### src/rtl/core/mfhp_pkg.sv
// Package for the 802.15.4 MAC header parser: field widths, frame and address
// mode codes, verdict codes and the header offset helpers.
// No dependencies.
`default_nettype none

package mfhp_pkg;

    localparam int unsigned MAX_FRAME_BYTES = 127;

    localparam int unsigned BYTE_W    = 8;
    localparam int unsigned POS_W     = 8;
    localparam int unsigned HDR_W     = 5;
    localparam int unsigned DLEN_W    = 7;
    localparam int unsigned VERDICT_W = 4;

    localparam logic [15:0] ALL16         = 16'hFFFF;
    localparam logic [15:0] OWN_PAN_RESET = 16'h4447;
    localparam logic [7:0]  BYTE_ONES     = 8'hFF;

    // Frame type field, bits 2:0 of frame control.
    localparam logic [2:0] FT_BEACON = 3'd0;
    localparam logic [2:0] FT_DATA   = 3'd1;
    localparam logic [2:0] FT_ACK    = 3'd2;

    // Addressing modes.
    localparam logic [1:0] AM_NONE  = 2'd0;
    localparam logic [1:0] AM_RSVD  = 2'd1;
    localparam logic [1:0] AM_SHORT = 2'd2;
    localparam logic [1:0] AM_LONG  = 2'd3;

    // Verdict codes.
    localparam logic [3:0] V_ACCEPT   = 4'd0;
    localparam logic [3:0] V_SHORT    = 4'd1;
    localparam logic [3:0] V_RSVD_BIT = 4'd2;
    localparam logic [3:0] V_SEQ_SUPP = 4'd3;
    localparam logic [3:0] V_IE       = 4'd4;
    localparam logic [3:0] V_DST_MODE = 4'd5;
    localparam logic [3:0] V_SRC_MODE = 4'd6;
    localparam logic [3:0] V_BEACON   = 4'd7;
    localparam logic [3:0] V_ACK      = 4'd8;
    localparam logic [3:0] V_OTHER    = 4'd9;
    localparam logic [3:0] V_PAN_MISS = 4'd10;
    localparam logic [3:0] V_TRUNC    = 4'd11;
    localparam logic [3:0] V_OVERSIZE = 4'd12;

    localparam logic [DLEN_W-1:0] DLEN_MAX = 7'd127;

    // Byte offset of the source address, given the destination mode and broadcast flag.
    function automatic logic [HDR_W-1:0] src_start(input logic [1:0] dmode,
                                                   input logic       bcast);
        logic [HDR_W-1:0] s;
        case (dmode)
            AM_SHORT: s = bcast ? 5'd9 : 5'd7;
            AM_LONG:  s = 5'd13;
            default:  s = 5'd3;
        endcase
        return s;
    endfunction

    function automatic logic [HDR_W-1:0] src_len(input logic [1:0] smode);
        logic [HDR_W-1:0] n;
        case (smode)
            AM_SHORT: n = 5'd2;
            AM_LONG:  n = 5'd8;
            default:  n = 5'd0;
        endcase
        return n;
    endfunction

endpackage

`default_nettype wire

### src/rtl/core/mfhp_if.sv
// Channel interfaces of the MAC header parser: frame byte input, verdict
// output and the own-PAN configuration write. Depends on mfhp_pkg.
`default_nettype none

interface mfhp_in_if;
    import mfhp_pkg::*;

    logic              valid;
    logic              ready;
    logic [BYTE_W-1:0] frame_byte;
    logic              frame_last;

    modport source (output valid, output frame_byte, output frame_last, input ready);
    modport sink   (input valid, input frame_byte, input frame_last, output ready);
endinterface

interface mfhp_out_if;
    import mfhp_pkg::*;

    logic                 valid;
    logic                 ready;
    logic [VERDICT_W-1:0] verdict;
    logic [HDR_W-1:0]     hdr_len;
    logic [DLEN_W-1:0]    payload_len;
    logic [15:0]          pan_id;
    logic [15:0]          dst_short;
    logic [15:0]          src_short;
    logic [63:0]          dst_long;
    logic [63:0]          src_long;
    logic                 is_broadcast;
    logic [7:0]           seq_num;

    modport source (output valid, output verdict, output hdr_len,
                    output payload_len, output pan_id, output dst_short,
                    output src_short, output dst_long, output src_long,
                    output is_broadcast, output seq_num, input ready);
    modport sink   (input valid, input verdict, input hdr_len,
                    input payload_len, input pan_id, input dst_short,
                    input src_short, input dst_long, input src_long,
                    input is_broadcast, input seq_num, output ready);
endinterface

interface mfhp_cfg_if;
    logic        valid;
    logic        ready;
    logic [15:0] own_pan;

    modport source (output valid, output own_pan, input ready);
    modport sink   (input valid, input own_pan, output ready);
endinterface

`default_nettype wire

### src/rtl/core/mac_frame_header_parser.sv
// Top level of the 802.15.4 MAC header parser: byte capture, header checks
// and verdict output. Depends on mfhp_pkg and the interfaces in mfhp_if.sv.
//
//   Port       Dir  Beat carries
//   frame_in   in   frame_byte, frame_last (one frame byte, FCS included)
//   result_out out  verdict, lengths, PAN, addresses, broadcast, sequence
//   cfg        in   own_pan (PAN that data frames must carry)
//
// One frame byte is taken every cycle unless ready is low; a beat is held in the
// input register and is then folded into the header state, and on a last byte
// into the output register, which offers the verdict. Ready drops only when a
// last byte waits while a previous verdict has not yet been taken. Reset clears
// all frame state and loads own_pan with 0x4447; cfg is always ready.
`default_nettype none

module mac_frame_header_parser (
    input  wire logic clk,
    input  wire logic rst_n,
    mfhp_in_if.sink   frame_in,
    mfhp_out_if.source result_out,
    mfhp_cfg_if.sink  cfg
);
    import mfhp_pkg::*;

    // Input register.
    logic              in_vld_reg, in_vld_next;
    logic [BYTE_W-1:0] in_byte_reg;
    logic              in_last_reg;

    // Frame state.
    logic [POS_W-1:0] pos_reg;
    logic             over_reg;
    logic [15:0]      fc_reg;
    logic [7:0]       seq_reg;
    logic [15:0]      pan_reg;
    logic [15:0]      dst_short_reg;
    logic [15:0]      src_short_reg;
    logic [63:0]      dst_long_reg;
    logic [63:0]      src_long_reg;
    logic             bcast_reg;
    logic [15:0]      own_pan_reg;

    // Output register.
    logic                 out_vld_reg;
    logic [VERDICT_W-1:0] verdict_reg, verdict_next;
    logic [HDR_W-1:0]     hlen_reg, hlen_next;
    logic [DLEN_W-1:0]    dlen_reg, dlen_next;
    logic [15:0]          opan_reg, opan_next;
    logic [15:0]          odst_s_reg, odst_s_next;
    logic [15:0]          osrc_s_reg, osrc_s_next;
    logic [63:0]          odst_l_reg, odst_l_next;
    logic [63:0]          osrc_l_reg, osrc_l_next;
    logic                 obc_reg, obc_next;
    logic [7:0]           oseq_reg, oseq_next;

    logic out_free, proc, accept, finish;

    // Capture results for the beat in the input register.
    logic [POS_W-1:0] pos_c;
    logic             over_now, over_c;
    logic [15:0]      fc_c, pan_c, dst_short_c, src_short_c;
    logic [7:0]       seq_c;
    logic [63:0]      dst_long_c, src_long_c;
    logic             bc_c;
    logic [HDR_W-1:0] s_start, s_len, he;
    logic [POS_W-1:0] s_off, s_beg, s_end, dl_idx;
    logic [8:0]       dl9;

    assign out_free = !out_vld_reg || result_out.ready;
    assign proc     = in_vld_reg && (!in_last_reg || out_free);
    assign finish   = proc && in_last_reg;
    assign frame_in.ready = !in_vld_reg || proc;
    assign accept   = frame_in.valid && frame_in.ready;
    assign cfg.ready = 1'b1;

    always_comb
    begin
        in_vld_next = in_vld_reg;
        if (accept)
            in_vld_next = 1'b1;
        else if (proc)
            in_vld_next = 1'b0;
    end

    // Byte capture, following the header layout implied by frame control.
    always_comb
    begin
        over_now    = pos_reg >= POS_W'(MAX_FRAME_BYTES);
        fc_c        = fc_reg;
        seq_c       = seq_reg;
        pan_c       = pan_reg;
        dst_short_c = dst_short_reg;
        src_short_c = src_short_reg;
        dst_long_c  = dst_long_reg;
        src_long_c  = src_long_reg;
        bc_c        = bcast_reg;
        dl_idx      = pos_reg - POS_W'(5);
        s_start     = src_start(fc_reg[11:10], bcast_reg);
        s_len       = src_len(fc_reg[15:14]);
        s_beg       = '0;
        s_end       = '0;
        s_off       = '0;
        if (!over_now)
        begin
            case (pos_reg)
                8'd0: fc_c[7:0]  = in_byte_reg;
                8'd1: fc_c[15:8] = in_byte_reg;
                8'd2: seq_c      = in_byte_reg;
                default:
                begin
                    if (fc_reg[2:0] == FT_DATA)
                    begin
                        if (fc_reg[11:10] == AM_SHORT || fc_reg[11:10] == AM_LONG)
                        begin
                            if (pos_reg == 8'd3)
                                pan_c[7:0] = in_byte_reg;
                            if (pos_reg == 8'd4)
                                pan_c[15:8] = in_byte_reg;
                        end
                        if (fc_reg[11:10] == AM_SHORT)
                        begin
                            if (pos_reg == 8'd5)
                                dst_short_c[7:0] = in_byte_reg;
                            if (pos_reg == 8'd6)
                            begin
                                dst_short_c[15:8] = in_byte_reg;
                                if (pan_reg == ALL16 && dst_short_reg[7:0] == BYTE_ONES
                                    && in_byte_reg == BYTE_ONES)
                                    bc_c = 1'b1;
                            end
                            // Broadcast frames carry the source PAN after dst.
                            if (bc_c && pos_reg == 8'd7)
                                pan_c[7:0] = in_byte_reg;
                            if (bc_c && pos_reg == 8'd8)
                                pan_c[15:8] = in_byte_reg;
                        end
                        else if (fc_reg[11:10] == AM_LONG)
                        begin
                            if (pos_reg >= 8'd5 && pos_reg <= 8'd12)
                                dst_long_c[{dl_idx[2:0], 3'b000} +: 8] = in_byte_reg;
                        end
                        s_start = src_start(fc_reg[11:10], bc_c);
                        s_beg   = {3'b000, s_start};
                        s_end   = {3'b000, s_start + s_len};
                        s_off   = pos_reg - s_beg;
                        if (pos_reg >= s_beg && pos_reg < s_end)
                        begin
                            if (fc_reg[15:14] == AM_SHORT)
                                src_short_c[{s_off[0], 3'b000} +: 8] = in_byte_reg;
                            else
                                src_long_c[{s_off[2:0], 3'b000} +: 8] = in_byte_reg;
                        end
                    end
                end
            endcase
        end
        pos_c  = over_now ? pos_reg : pos_reg + POS_W'(1);
        over_c = over_reg || over_now;
        he     = src_start(fc_c[11:10], bc_c) + src_len(fc_c[15:14]);
        dl9    = {1'b0, pos_c} - {4'b0000, he} - 9'd2;
    end

    // Verdict, in the order the checks take precedence.
    always_comb
    begin
        verdict_next = V_ACCEPT;
        hlen_next    = '0;
        dlen_next    = '0;
        opan_next    = '0;
        odst_s_next  = '0;
        osrc_s_next  = '0;
        odst_l_next  = '0;
        osrc_l_next  = '0;
        obc_next     = 1'b0;
        oseq_next    = '0;
        if (over_c)
            verdict_next = V_OVERSIZE;
        else if (pos_c < POS_W'(2))
            verdict_next = V_SHORT;
        else if (fc_c[7])
            verdict_next = V_RSVD_BIT;
        else if (fc_c[8])
            verdict_next = V_SEQ_SUPP;
        else if (fc_c[9])
            verdict_next = V_IE;
        else if (fc_c[2:0] == FT_BEACON)
            verdict_next = V_BEACON;
        else if (fc_c[2:0] == FT_ACK)
        begin
            verdict_next = V_ACK;
            oseq_next    = seq_c;
        end
        else if (fc_c[2:0] != FT_DATA)
            verdict_next = V_OTHER;
        else if (fc_c[11:10] == AM_RSVD)
            verdict_next = V_DST_MODE;
        else if (fc_c[15:14] == AM_RSVD)
            verdict_next = V_SRC_MODE;
        else if ({1'b0, pos_c} < {4'b0000, he} + 9'd2)
        begin
            verdict_next = V_TRUNC;
            hlen_next    = he;
        end
        else
        begin
            verdict_next = (pan_c == own_pan_reg) ? V_ACCEPT : V_PAN_MISS;
            hlen_next    = he;
            dlen_next    = (dl9 > 9'(DLEN_MAX)) ? DLEN_MAX : dl9[DLEN_W-1:0];
            opan_next    = pan_c;
            odst_s_next  = dst_short_c;
            osrc_s_next  = src_short_c;
            odst_l_next  = bc_c ? {64{1'b1}} : dst_long_c;
            osrc_l_next  = src_long_c;
            obc_next     = bc_c;
            oseq_next    = seq_c;
        end
    end

    always_ff @(posedge clk or negedge rst_n)
    begin
        if (!rst_n)
        begin
            in_vld_reg  <= 1'b0;
            out_vld_reg <= 1'b0;
            own_pan_reg <= OWN_PAN_RESET;
            pos_reg       <= '0;
            over_reg      <= 1'b0;
            fc_reg        <= '0;
            seq_reg       <= '0;
            pan_reg       <= '0;
            dst_short_reg <= '0;
            src_short_reg <= '0;
            dst_long_reg  <= '0;
            src_long_reg  <= '0;
            bcast_reg     <= 1'b0;
        end
        else
        begin
            in_vld_reg <= in_vld_next;
            if (cfg.valid)
                own_pan_reg <= cfg.own_pan;
            if (finish)
                out_vld_reg <= 1'b1;
            else if (result_out.ready)
                out_vld_reg <= 1'b0;
            if (finish)
            begin
                pos_reg       <= '0;
                over_reg      <= 1'b0;
                fc_reg        <= '0;
                seq_reg       <= '0;
                pan_reg       <= '0;
                dst_short_reg <= '0;
                src_short_reg <= '0;
                dst_long_reg  <= '0;
                src_long_reg  <= '0;
                bcast_reg     <= 1'b0;
            end
            else if (proc)
            begin
                pos_reg       <= pos_c;
                over_reg      <= over_c;
                fc_reg        <= fc_c;
                seq_reg       <= seq_c;
                pan_reg       <= pan_c;
                dst_short_reg <= dst_short_c;
                src_short_reg <= src_short_c;
                dst_long_reg  <= dst_long_c;
                src_long_reg  <= src_long_c;
                bcast_reg     <= bc_c;
            end
        end
    end

    always_ff @(posedge clk)
    begin
        if (accept)
        begin
            in_byte_reg <= frame_in.frame_byte;
            in_last_reg <= frame_in.frame_last;
        end
        if (finish)
        begin
            verdict_reg <= verdict_next;
            hlen_reg    <= hlen_next;
            dlen_reg    <= dlen_next;
            opan_reg    <= opan_next;
            odst_s_reg  <= odst_s_next;
            osrc_s_reg  <= osrc_s_next;
            odst_l_reg  <= odst_l_next;
            osrc_l_reg  <= osrc_l_next;
            obc_reg     <= obc_next;
            oseq_reg    <= oseq_next;
        end
    end

    assign result_out.valid        = out_vld_reg;
    assign result_out.verdict      = verdict_reg;
    assign result_out.hdr_len      = hlen_reg;
    assign result_out.payload_len  = dlen_reg;
    assign result_out.pan_id       = opan_reg;
    assign result_out.dst_short    = odst_s_reg;
    assign result_out.src_short    = osrc_s_reg;
    assign result_out.dst_long     = odst_l_reg;
    assign result_out.src_long     = osrc_l_reg;
    assign result_out.is_broadcast = obc_reg;
    assign result_out.seq_num      = oseq_reg;

    // A last beat always leaves the frame state cleared.
    a_clear_after_last: assert property (@(posedge clk) disable iff (!rst_n)
        finish |=> (pos_reg == '0 && !over_reg && !bcast_reg))
        else $error("frame state not cleared after last beat");

    a_pos_bound: assert property (@(posedge clk) disable iff (!rst_n)
        pos_reg <= POS_W'(MAX_FRAME_BYTES))
        else $error("byte position beyond frame limit");

    a_result_from_last: assert property (@(posedge clk) disable iff (!rst_n)
        $rose(out_vld_reg) |-> $past(finish))
        else $error("verdict without a last beat");

    a_verdict_range: assert property (@(posedge clk) disable iff (!rst_n)
        out_vld_reg |-> verdict_reg <= V_OVERSIZE)
        else $error("verdict code out of range");

    a_no_overwrite: assert property (@(posedge clk) disable iff (!rst_n)
        (out_vld_reg && !result_out.ready) |-> !finish)
        else $error("pending verdict overwritten");

endmodule

`default_nettype wire
### src/flat_wrapper.sv
// flat-port wrapper written by rule: the top's interface ports become plain ports
module mac_frame_header_parser_flat import mfhp_pkg::*;
  (clk, rst_n, frame_in_valid, frame_in_frame_byte, frame_in_frame_last, frame_in_ready, result_out_valid, result_out_verdict, result_out_hdr_len, result_out_payload_len, result_out_pan_id, result_out_dst_short, result_out_src_short, result_out_dst_long, result_out_src_long, result_out_is_broadcast, result_out_seq_num, result_out_ready, cfg_valid, cfg_own_pan, cfg_ready);
  mfhp_in_if frame_in_i ();
  mfhp_out_if result_out_i ();
  mfhp_cfg_if cfg_i ();
  input  wire logic clk;
  input  wire logic rst_n;
  input wire logic [$bits(frame_in_i.valid)-1:0] frame_in_valid;
  input wire logic [$bits(frame_in_i.frame_byte)-1:0] frame_in_frame_byte;
  input wire logic [$bits(frame_in_i.frame_last)-1:0] frame_in_frame_last;
  output wire logic [$bits(frame_in_i.ready)-1:0] frame_in_ready;
  output wire logic [$bits(result_out_i.valid)-1:0] result_out_valid;
  output wire logic [$bits(result_out_i.verdict)-1:0] result_out_verdict;
  output wire logic [$bits(result_out_i.hdr_len)-1:0] result_out_hdr_len;
  output wire logic [$bits(result_out_i.payload_len)-1:0] result_out_payload_len;
  output wire logic [$bits(result_out_i.pan_id)-1:0] result_out_pan_id;
  output wire logic [$bits(result_out_i.dst_short)-1:0] result_out_dst_short;
  output wire logic [$bits(result_out_i.src_short)-1:0] result_out_src_short;
  output wire logic [$bits(result_out_i.dst_long)-1:0] result_out_dst_long;
  output wire logic [$bits(result_out_i.src_long)-1:0] result_out_src_long;
  output wire logic [$bits(result_out_i.is_broadcast)-1:0] result_out_is_broadcast;
  output wire logic [$bits(result_out_i.seq_num)-1:0] result_out_seq_num;
  input wire logic [$bits(result_out_i.ready)-1:0] result_out_ready;
  input wire logic [$bits(cfg_i.valid)-1:0] cfg_valid;
  input wire logic [$bits(cfg_i.own_pan)-1:0] cfg_own_pan;
  output wire logic [$bits(cfg_i.ready)-1:0] cfg_ready;
  assign frame_in_i.valid = frame_in_valid;
  assign frame_in_i.frame_byte = frame_in_frame_byte;
  assign frame_in_i.frame_last = frame_in_frame_last;
  assign frame_in_ready = frame_in_i.ready;
  assign result_out_valid = result_out_i.valid;
  assign result_out_verdict = result_out_i.verdict;
  assign result_out_hdr_len = result_out_i.hdr_len;
  assign result_out_payload_len = result_out_i.payload_len;
  assign result_out_pan_id = result_out_i.pan_id;
  assign result_out_dst_short = result_out_i.dst_short;
  assign result_out_src_short = result_out_i.src_short;
  assign result_out_dst_long = result_out_i.dst_long;
  assign result_out_src_long = result_out_i.src_long;
  assign result_out_is_broadcast = result_out_i.is_broadcast;
  assign result_out_seq_num = result_out_i.seq_num;
  assign result_out_i.ready = result_out_ready;
  assign cfg_i.valid = cfg_valid;
  assign cfg_i.own_pan = cfg_own_pan;
  assign cfg_ready = cfg_i.ready;
  mac_frame_header_parser u_core (.clk(clk), .rst_n(rst_n), .frame_in(frame_in_i), .result_out(result_out_i), .cfg(cfg_i));
endmodule
### config.mk
export PLATFORM = sky130hd
export DESIGN_NAME = mac_frame_header_parser_flat
export DESIGN_NICKNAME = d
export VERILOG_FILES = /design/src/rtl/core/mfhp_pkg.sv /design/src/rtl/core/mfhp_if.sv /design/src/rtl/core/mac_frame_header_parser.sv /design/src/flat_wrapper.sv
export SDC_FILE = /design/constraint.sdc
export NUM_CORES = 1
export LEC_CHECK = 0
export BUFFER_PORTS_ARGS = -buffer_cell sky130_fd_sc_hd__buf_2
export CORE_MARGIN = 2
export CORE_UTILIZATION = 45
export CTS_CLUSTER_SIZE = 28
export DETAILED_ROUTE_END_ITERATION = 10
export PLACE_DENSITY = 0.63
export RECOVER_POWER = 25
export REMOVE_ABC_BUFFERS = 1
export SETUP_SLACK_MARGIN = 0.05
export SYNTH_ARGS = -nofsm -noshare
export SYNTH_HDL_FRONTEND = slang
export SYNTH_SLANG_ARGS = --single-unit
### constraint.sdc
create_clock -name clk -period 14.1 [get_ports clk]
set_input_delay 1.41 -clock clk [delete_from_list [all_inputs] [get_ports clk]]
set_output_delay 1.41 -clock clk [all_outputs]
set_load 0.01 [all_outputs]
==> results.py, run 1 <==
metrics = {
    "grt": {
        "global_route.usage.total_pct": 24.6,
        "grt_antenna_before_repair": 1,
        "grt_pass1_vias": 15500,
        "grt_pass1_wl_mm": 90.4,
        "largest_net_degree_at_the_start_of_global_routing": 146,
        "grt-ovfl-total": 0,
    },
    "yosys": {
        "synthTopCellsByCount": "292 x sky130_fd_sc_hd__nand2_1, 216 x sky130_fd_sc_hd__dfrtp_1, 210 x sky130_fd_sc_hd__edfxtp_1",
        "synth_fa_ha_area_share_pct": 2.75,
        "synth_cell_type_count": 75,
        "synth-edff-count": 210,
        "synth_top_family_by_area": "compound AO/OA/AOI/OAI gates",
        "ys_top_cells_by_area": "sky130_fd_sc_hd__edfxtp_1 31%, sky130_fd_sc_hd__dfrtp_1 26%, sky130_fd_sc_hd__nand2_1 5.3%",
        "flops_latches_synth": 432,
        "simple_gate_portion_of_the_synthesized_area_pct": 14.0,
        "synth_seq_area_share_pct": 57.7,
        "yosys.cell_count.top_type": "sky130_fd_sc_hd__nand2_1",
        "ys_async_sr_fraction_pct": 51.4,
        "synth_compound_gate_area_share_pct": 16.8,
        "synth_largest_type_area_fraction_pct": 30.7,
        "synthesis.area_um2": 20600,
        "avgSynthCellArea_um2": 10.8,
        "syn_inst": 1913,
        "yosys.area.top_type": "sky130_fd_sc_hd__edfxtp_1",
        "synth-main-ff-cell": "sky130_fd_sc_hd__dfrtp_1",
        "yosysWarnings": 0,
        "multiplexer_area_fraction_after_synthesis_pct": 3.56,
        "synth-xor-area-share_pct": 1.58,
    },
    "detailed_routing": {
        "drt_pass1_iterations": 6,
        "count_of_routing_violations_after_the_opening_detailed_route_iteration": 1685,
        "dr_total_vias": 16000,
        "post_route_antenna_net_violation_count": 0,
        "viasPerCell": 5.88,
        "detail_route.wirelength_mm": 59.0,
        "route.detailed.drc": 0,
        "drt-wirelength-per-cell_um": 21.7,
    },
    "sta": {
        "timing.hold.ws_ns": 0.475,
        "final.min_clock_period_ns": 8.10,
        "grt_setup_unrepaired": "no",
        "timing.setup.tns_ns": 0,
        "clock_skew_ns": 0.0265,
        "worst_pin_slew_ns": 4.28,
        "fin_crit_sh_pct": 57.4,
        "number_of_max_slew_violations_in_the_final_report": 150,
        "finalSetupViolCount": 0,
        "post-route-worst-setup-slack_ns": 6.00,
        "max_freq_mhz": 123,
        "timing_hold_violations_final": 0,
        "max-slew-margin-rel_pct": -186,
    },
    "cts": {
        "cts.root.buffer_cell": "sky130_fd_sc_hd__clkbuf_16",
        "clkLatencyLatePin_ns": 0.59,
        "cts_max_path_buffers": 3,
        "clock_tree.htree_level_count": 2,
        "post-cts-setup-buffer-count": 0,
        "cts_hold_buf": 0,
        "tritoncts": "done",
        "cts_inserted_buffers": 47,
        "clock_sink_count": 432,
        "cts.reportedPaths.clkPinSlew_ns": 0.06,
        "post_cts_repair_resize_count": 0,
    },
    "setup_path": {
        "worst-endpoint-arrival_ns": 8.66,
        "crit-reg2reg-launch": "u_core.pos_reg[5]",
        "crit_path_start_kind": "input port",
        "critPathRequiredTime_ns": 14.66,
        "worst-r2r-cell-count": 18,
        "r2r_setup_slack_ns": 6.50,
        "setup.worst_path.class": "in2async",
        "timing.critical_path.fanout_max": 77,
        "end_kind": "async pin",
        "worstReg2RegEnd": "u_core.result_out.src_long[31]",
    },
    "final_layout": {
        "number_of_inserted_diodes": 0,
        "finish.net_count": 2159,
        "finish.utilization_pct": 52.1,
        "drive_gt1_share_pct": 12.1,
        "layout.cells.non_filler": 2721,
        "syn2layout_area_growth_pct": 14.7,
    },
    "min_path": {
        "hold_class": "reg2reg",
        "hold_path_startpoint": "u_core.src_short_reg[1]",
        "timing.hold.worst_endpoint": "u_core.src_short_reg[1]",
        "timing.hold.worst_path_depth": 2,
    },
    "outcome": {
        "violations": "capacitance limit, slew limit",
        "status": "finished with violations",
    },
    "die": {
        "floorplan.die.width_um": 218,
        "boundaryPins": 234,
        "initial_utilization_pct": 45.4,
        "std_cell_rows": 78,
        "core_region_area_um2": 45300,
        "floorplan.die.height_um": 218,
        "die-area_um2": 47400,
    },
    "pwr": {
        "power.ir.vdd_worst_mv": 0.107,
        "power.density_nw_per_um2": 140,
        "total_leakage_power_nw": 9.20,
    },
    "placed_design": {
        "placement.setup.worst_slack_ns": 6.61,
        "placement.io_buffers": 232,
        "dp.final_hpwl_mm": 37.9,
        "final_weighted_congestion_in_routability_driven_placement": 0.880,
        "dp.cells": 2636,
    },
    "job": {
        "drv.max_cap_violation_count": 2,
    },
}
## routing by layer
metal | vias up | global-route usage, % | share of wire, %
met5 | - | 0 | 0
met4 | 0 | 7.46 | 2.7
met3 | 113 | 4.04 | 7.0
met2 | 698 | 38.9 | 47
met1 | 7885 | 34.9 | 43
li1 | 7302 | - | -
## through the flow
| step | instance area, um2 | total power [mW] |
|---|---|---|
| floorplan | 20000 | 1.85 |
| global placement | 22200 | 2.02 |
| detailed placement | 22200 | 2.04 |
| CTS | 23800 | 3.32 |
| global route | 23600 | 3.44 |
| finish | 23600 | 3.30 |
## final cells by class
type	count	area [um2]
Clock buffer	59	1220
Clock inverter	26	354
Fill cell	4177	21700
Inverter	43	169
Multi-Input combinational cell	1301	8010
Sequential cell	432	11900
Tap cell	600	751
Timing Repair Buffer	260	1210
## placed cells by master (no fill, tap or decap), types with 10 or more instances in the layout
master                      Yosys  final
sky130_fd_sc_hd__clkbuf_16      0     47
sky130_fd_sc_hd__a22o_1        57     57
sky130_fd_sc_hd__buf_4          3     27
sky130_fd_sc_hd__a32o_1        10     10
sky130_fd_sc_hd__and2_1        15     14
sky130_fd_sc_hd__nand3_1       64     64
sky130_fd_sc_hd__inv_1         43     42
sky130_fd_sc_hd__nor2b_1       31     31
sky130_fd_sc_hd__dfrtp_1      216    216
sky130_fd_sc_hd__clkbuf_1      77    140
sky130_fd_sc_hd__o2bb2ai_1     16     16
sky130_fd_sc_hd__clkinv_2       0     10
sky130_fd_sc_hd__xor2_1        17     17
sky130_fd_sc_hd__nand4_1       17     17
sky130_fd_sc_hd__o21ai_1       15     15
sky130_fd_sc_hd__buf_2         43    105
sky130_fd_sc_hd__a21oi_1       89     88
sky130_fd_sc_hd__a21o_1        24     24
sky130_fd_sc_hd__ha_1          42     42
sky130_fd_sc_hd__a22oi_1       57     57
sky130_fd_sc_hd__edfxtp_1     210    210
sky130_fd_sc_hd__a31oi_1       67     67
sky130_fd_sc_hd__nor2_1       139    138
sky130_fd_sc_hd__o21ai_0      121    121
sky130_fd_sc_hd__nand2_1      292    290
sky130_fd_sc_hd__and3_1        13     13
sky130_fd_sc_hd__mux2i_1       56     56
sky130_fd_sc_hd__xnor2_1       20     20
sky130_fd_sc_hd__mux2_2        14     14
## cell families after synthesis
group,Yosys count
AOI/OAI and AO/OA,518
xor gates and xnor gates,37
adders and majority gates,44
buffers and inverters,180
DFF,432
muxes,71
other,1
and+or+nand+nor,630
## critical path, cell delays in order
cell and delay [ns]:
sky130_fd_sc_hd__clkbuf_1 2.78, sky130_fd_sc_hd__clkbuf_1 3.20, sky130_fd_sc_hd__buf_4 1.15
## worst max-delay path by stage
stage                                 start                             end  slack (ns)  cells after the start
after global routing                  rst_n          u_core.dst_long_reg[4]        4.67                      3
final                                 rst_n         u_core.dst_long_reg[63]        6.00                      3
after CTS                 u_core.pos_reg[5]  u_core.result_out.src_long[31]        6.55                     18
after floorplan           u_core.pos_reg[0]  u_core.result_out.dst_short[0]        4.35                     18
after detailed placement  u_core.pos_reg[5]  u_core.result_out.src_long[31]        6.61                     18
after global placement    u_core.pos_reg[4]   u_core.result_out.src_long[9]        6.82                     18
## report_power, final
| part | switching (mW) | internal (mW) | total, mW |
|---|---|---|---|
| Sequential | 0.0482 | 1.40 | 1.45 |
| Combinational | 0.377 | 0.183 | 0.561 |
| Clock | 0.520 | 0.764 | 1.28 |
Power figures use the tool's default switching activity.
==> inputs of run 2 (changes only) <==
PLACE_DENSITY = 0.65   (was 0.63)
clock period = 6.7 ns   (was 14.1 ns; I/O delays follow)
==> results.py, run 2 (synthesis gave the netlist of run 1 again) <==
metrics = {
    "sta": {
        "clock_skew_ns": 0.0168,
        "worst_pin_slew_ns": 5.00,
        "timing.hold.ws_ns": 0.281,
        "max-slew-margin-rel_pct": -234,
        "grt_setup_unrepaired": "no",
        "number_of_max_slew_violations_in_the_final_report": 150,
        "fin_crit_sh_pct": 88.3,
        "timing_hold_violations_final": 0,
        "finalSetupViolCount": 0,
        "final.min_clock_period_ns": 5.92,
        "timing.setup.tns_ns": 0,
        "max_freq_mhz": 169,
    },
    "grt": {
        "grt-ovfl-total": 0,
        "largest_net_degree_at_the_start_of_global_routing": 120,
        "grt_antenna_before_repair": 0,
        "grt_pass1_vias": 15500,
        "global_route.usage.total_pct": 24.8,
        "grt_pass1_wl_mm": 91.0,
    },
    "pwr": {
        "total_switching_power_mw": 1.96,
        "power.switching_fraction_pct": 28.7,
        "power_frac_comb_pct": 17.4,
        "power.internal_mw": 4.87,
        "power.ir.vdd_worst_mv": 0.145,
        "power.density_nw_per_um2": 289,
        "clockPowerShare_pct": 37.7,
        "total_leakage_power_nw": 9.31,
        "share_seq_of_total_power_pct": 44.9,
    },
    "setup_path": {
        "end_kind": "register",
        "r2r_setup_slack_ns": 0.78,
        "crit-reg2reg-launch": "u_core.pos_reg[4]",
        "worst-r2r-cell-count": 17,
        "worst-endpoint-arrival_ns": 6.19,
        "setup.worst_path.class": "reg2reg",
        "crit_path_start_kind": "register",
        "timing.critical_path.fanout_max": 60,
        "worstReg2RegEnd": "u_core.result_out.dst_long[43]",
        "critPathRequiredTime_ns": 6.97,
    },
    "final_layout": {
        "number_of_inserted_diodes": 0,
        "drive_gt1_share_pct": 13.5,
        "syn2layout_area_growth_pct": 14.8,
        "finish.net_count": 2163,
        "layout.cells.non_filler": 2726,
        "layout_common_cells": "290 x sky130_fd_sc_hd__nand2_1, 216 x sky130_fd_sc_hd__dfrtp_1, 210 x sky130_fd_sc_hd__edfxtp_1, 138 x sky130_fd_sc_hd__nor2_1, 135 x sky130_fd_sc_hd__buf_2",
        "multi_input_area_um2": 8010,
        "sequential_cell_area_um2": 11900,
        "fillCellCount": 4085,
        "most_common_cell_after_layout_fill_and_taps_aside": "sky130_fd_sc_hd__nand2_1",
    },
    "detailed_routing": {
        "drt_pass1_iterations": 5,
        "count_of_routing_violations_after_the_opening_detailed_route_iteration": 1591,
        "post_route_antenna_net_violation_count": 0,
        "detail_route.wirelength_mm": 59.1,
        "dr_total_vias": 16000,
        "route.detailed.drc": 0,
        "viasPerCell": 5.88,
        "drt-wirelength-per-cell_um": 21.7,
    },
    "job": {
        "drv.max_cap_violation_count": 2,
    },
    "cts": {
        "clock_sink_count": 432,
        "clock_tree.htree_level_count": 2,
        "post-cts-setup-buffer-count": 0,
        "cts_hold_buf": 0,
        "post_cts_repair_resize_count": 0,
        "tritoncts": "done",
        "cts.root.buffer_cell": "sky130_fd_sc_hd__clkbuf_16",
        "cts_max_path_buffers": 3,
        "clkLatencyLatePin_ns": 0.58,
        "cts.reportedPaths.clkPinSlew_ns": 0.06,
        "cts_inserted_buffers": 47,
    },
    "placed_design": {
        "dp.cells": 2640,
        "placement.io_buffers": 232,
        "final_weighted_congestion_in_routability_driven_placement": 0.883,
        "dp.final_hpwl_mm": 38.5,
    },
    "die": {
        "initial_utilization_pct": 45.4,
        "die-area_um2": 47400,
        "floorplan.die.height_um": 218,
        "boundaryPins": 234,
        "core_region_area_um2": 45300,
        "floorplan.die.width_um": 218,
        "std_cell_rows": 78,
    },
    "min_path": {
        "timing.hold.worst_endpoint": "u_core.in_byte_reg[3]",
        "timing.hold.worst_path_depth": 1,
        "hold_path_startpoint": "frame_in_frame_byte[3]",
        "hold_class": "in2reg",
    },
    "outcome": {
        "violations": "capacitance limit, slew limit",
        "status": "finished with violations",
    },
}
[run 2: changes by cell type in the layout (fill, tap and decap cells not counted), moves of 3 or more]
cell	delta
sky130_fd_sc_hd__buf_2	+30
sky130_fd_sc_hd__bufinv_16	-3
sky130_fd_sc_hd__clkinv_1	+5
sky130_fd_sc_hd__clkbuf_1	-30
sky130_fd_sc_hd__clkinvlp_4	-3
[run 2: power by group through the flow]
stage / logic (mW) / registers, mW / clock network (mW)
final: 1.19 / 3.07 / 2.57
after global placement: 1.15 / 3.11 / 0
after floorplan: 0.737 / 3.15 / 0
after detailed placement: 1.18 / 3.11 / 0
after global routing: 1.32 / 3.08 / 2.72
after CTS: 1.19 / 3.06 / 2.62
[run 2: layout make-up]
| type | instances | area share, % |
|---|---|---|
| flip-flops and latches | 432 | 50.3 |
| multi-input cells | 1301 | 33.9 |
| repair buffers | 264 | 5.52 |
| clock buffers | 62 | 5.35 |
| well taps | 600 | 3.18 |
| clock inverters | 24 | 1.05 |
| inverters | 43 | 0.715 |
[run 2: how the worst max path moves through the flow]
stage / start / endpoint / slack, ns / depth (start not counted)
global placement: u_core.pos_reg[4] / u_core.result_out.dst_long[23] / 1.15 / 17
floorplan: u_core.pos_reg[0] / u_core.result_out.dst_short[0] / -3.05 / 18
global route: rst_n / u_core.dst_long_reg[43] / 0.25 / 2
finish: u_core.pos_reg[4] / u_core.result_out.dst_long[43] / 0.78 / 17
CTS: u_core.pos_reg[1] / u_core.result_out.dst_long[13] / 0.87 / 19
detailed placement: u_core.pos_reg[1] / u_core.result_out.dst_long[13] / 0.90 / 19
[run 2: per-layer routing]
layer	up-vias	GRT usage, %	share of wire (%)
li1	7330	-	-
met1	7975	34.8	44
met2	619	39.2	47
met3	116	3.97	6.6
met4	0	8.59	3.2
met5	-	0	0
[run 2: worst max-delay path, cell delays in order (launching register included)]
cell	delay (ns)
sky130_fd_sc_hd__dfrtp_1	0.53
sky130_fd_sc_hd__nor4_2	0.82
sky130_fd_sc_hd__o2111ai_1	0.38
sky130_fd_sc_hd__nor2_1	0.31
sky130_fd_sc_hd__a21oi_4	0.09
sky130_fd_sc_hd__a21oi_1	0.19
sky130_fd_sc_hd__inv_1	0.07
sky130_fd_sc_hd__ha_1	0.21
sky130_fd_sc_hd__ha_1	0.35
sky130_fd_sc_hd__ha_1	0.31
sky130_fd_sc_hd__inv_1	0.04
sky130_fd_sc_hd__ha_1	0.31
sky130_fd_sc_hd__a21o_1	0.19
sky130_fd_sc_hd__a2111oi_0	0.41
sky130_fd_sc_hd__a21oi_1	0.27
sky130_fd_sc_hd__nand2_4	0.61
sky130_fd_sc_hd__buf_12	0.33
sky130_fd_sc_hd__a31oi_1	0.08
[run 2: per-stage QoR]
stage                     worst slack [ns]  cell area [um2]  power (mW)  utilization (%)
after floorplan                      -3.05            20000        3.88                -
after global placement                1.15            22200        4.26             49.1
after detailed placement             0.897            22200        4.29             49.1
after CTS                            0.867            23700        6.87             52.4
after global routing                 0.247            23600        7.13             52.1
final                                0.782            23600        6.83             52.1
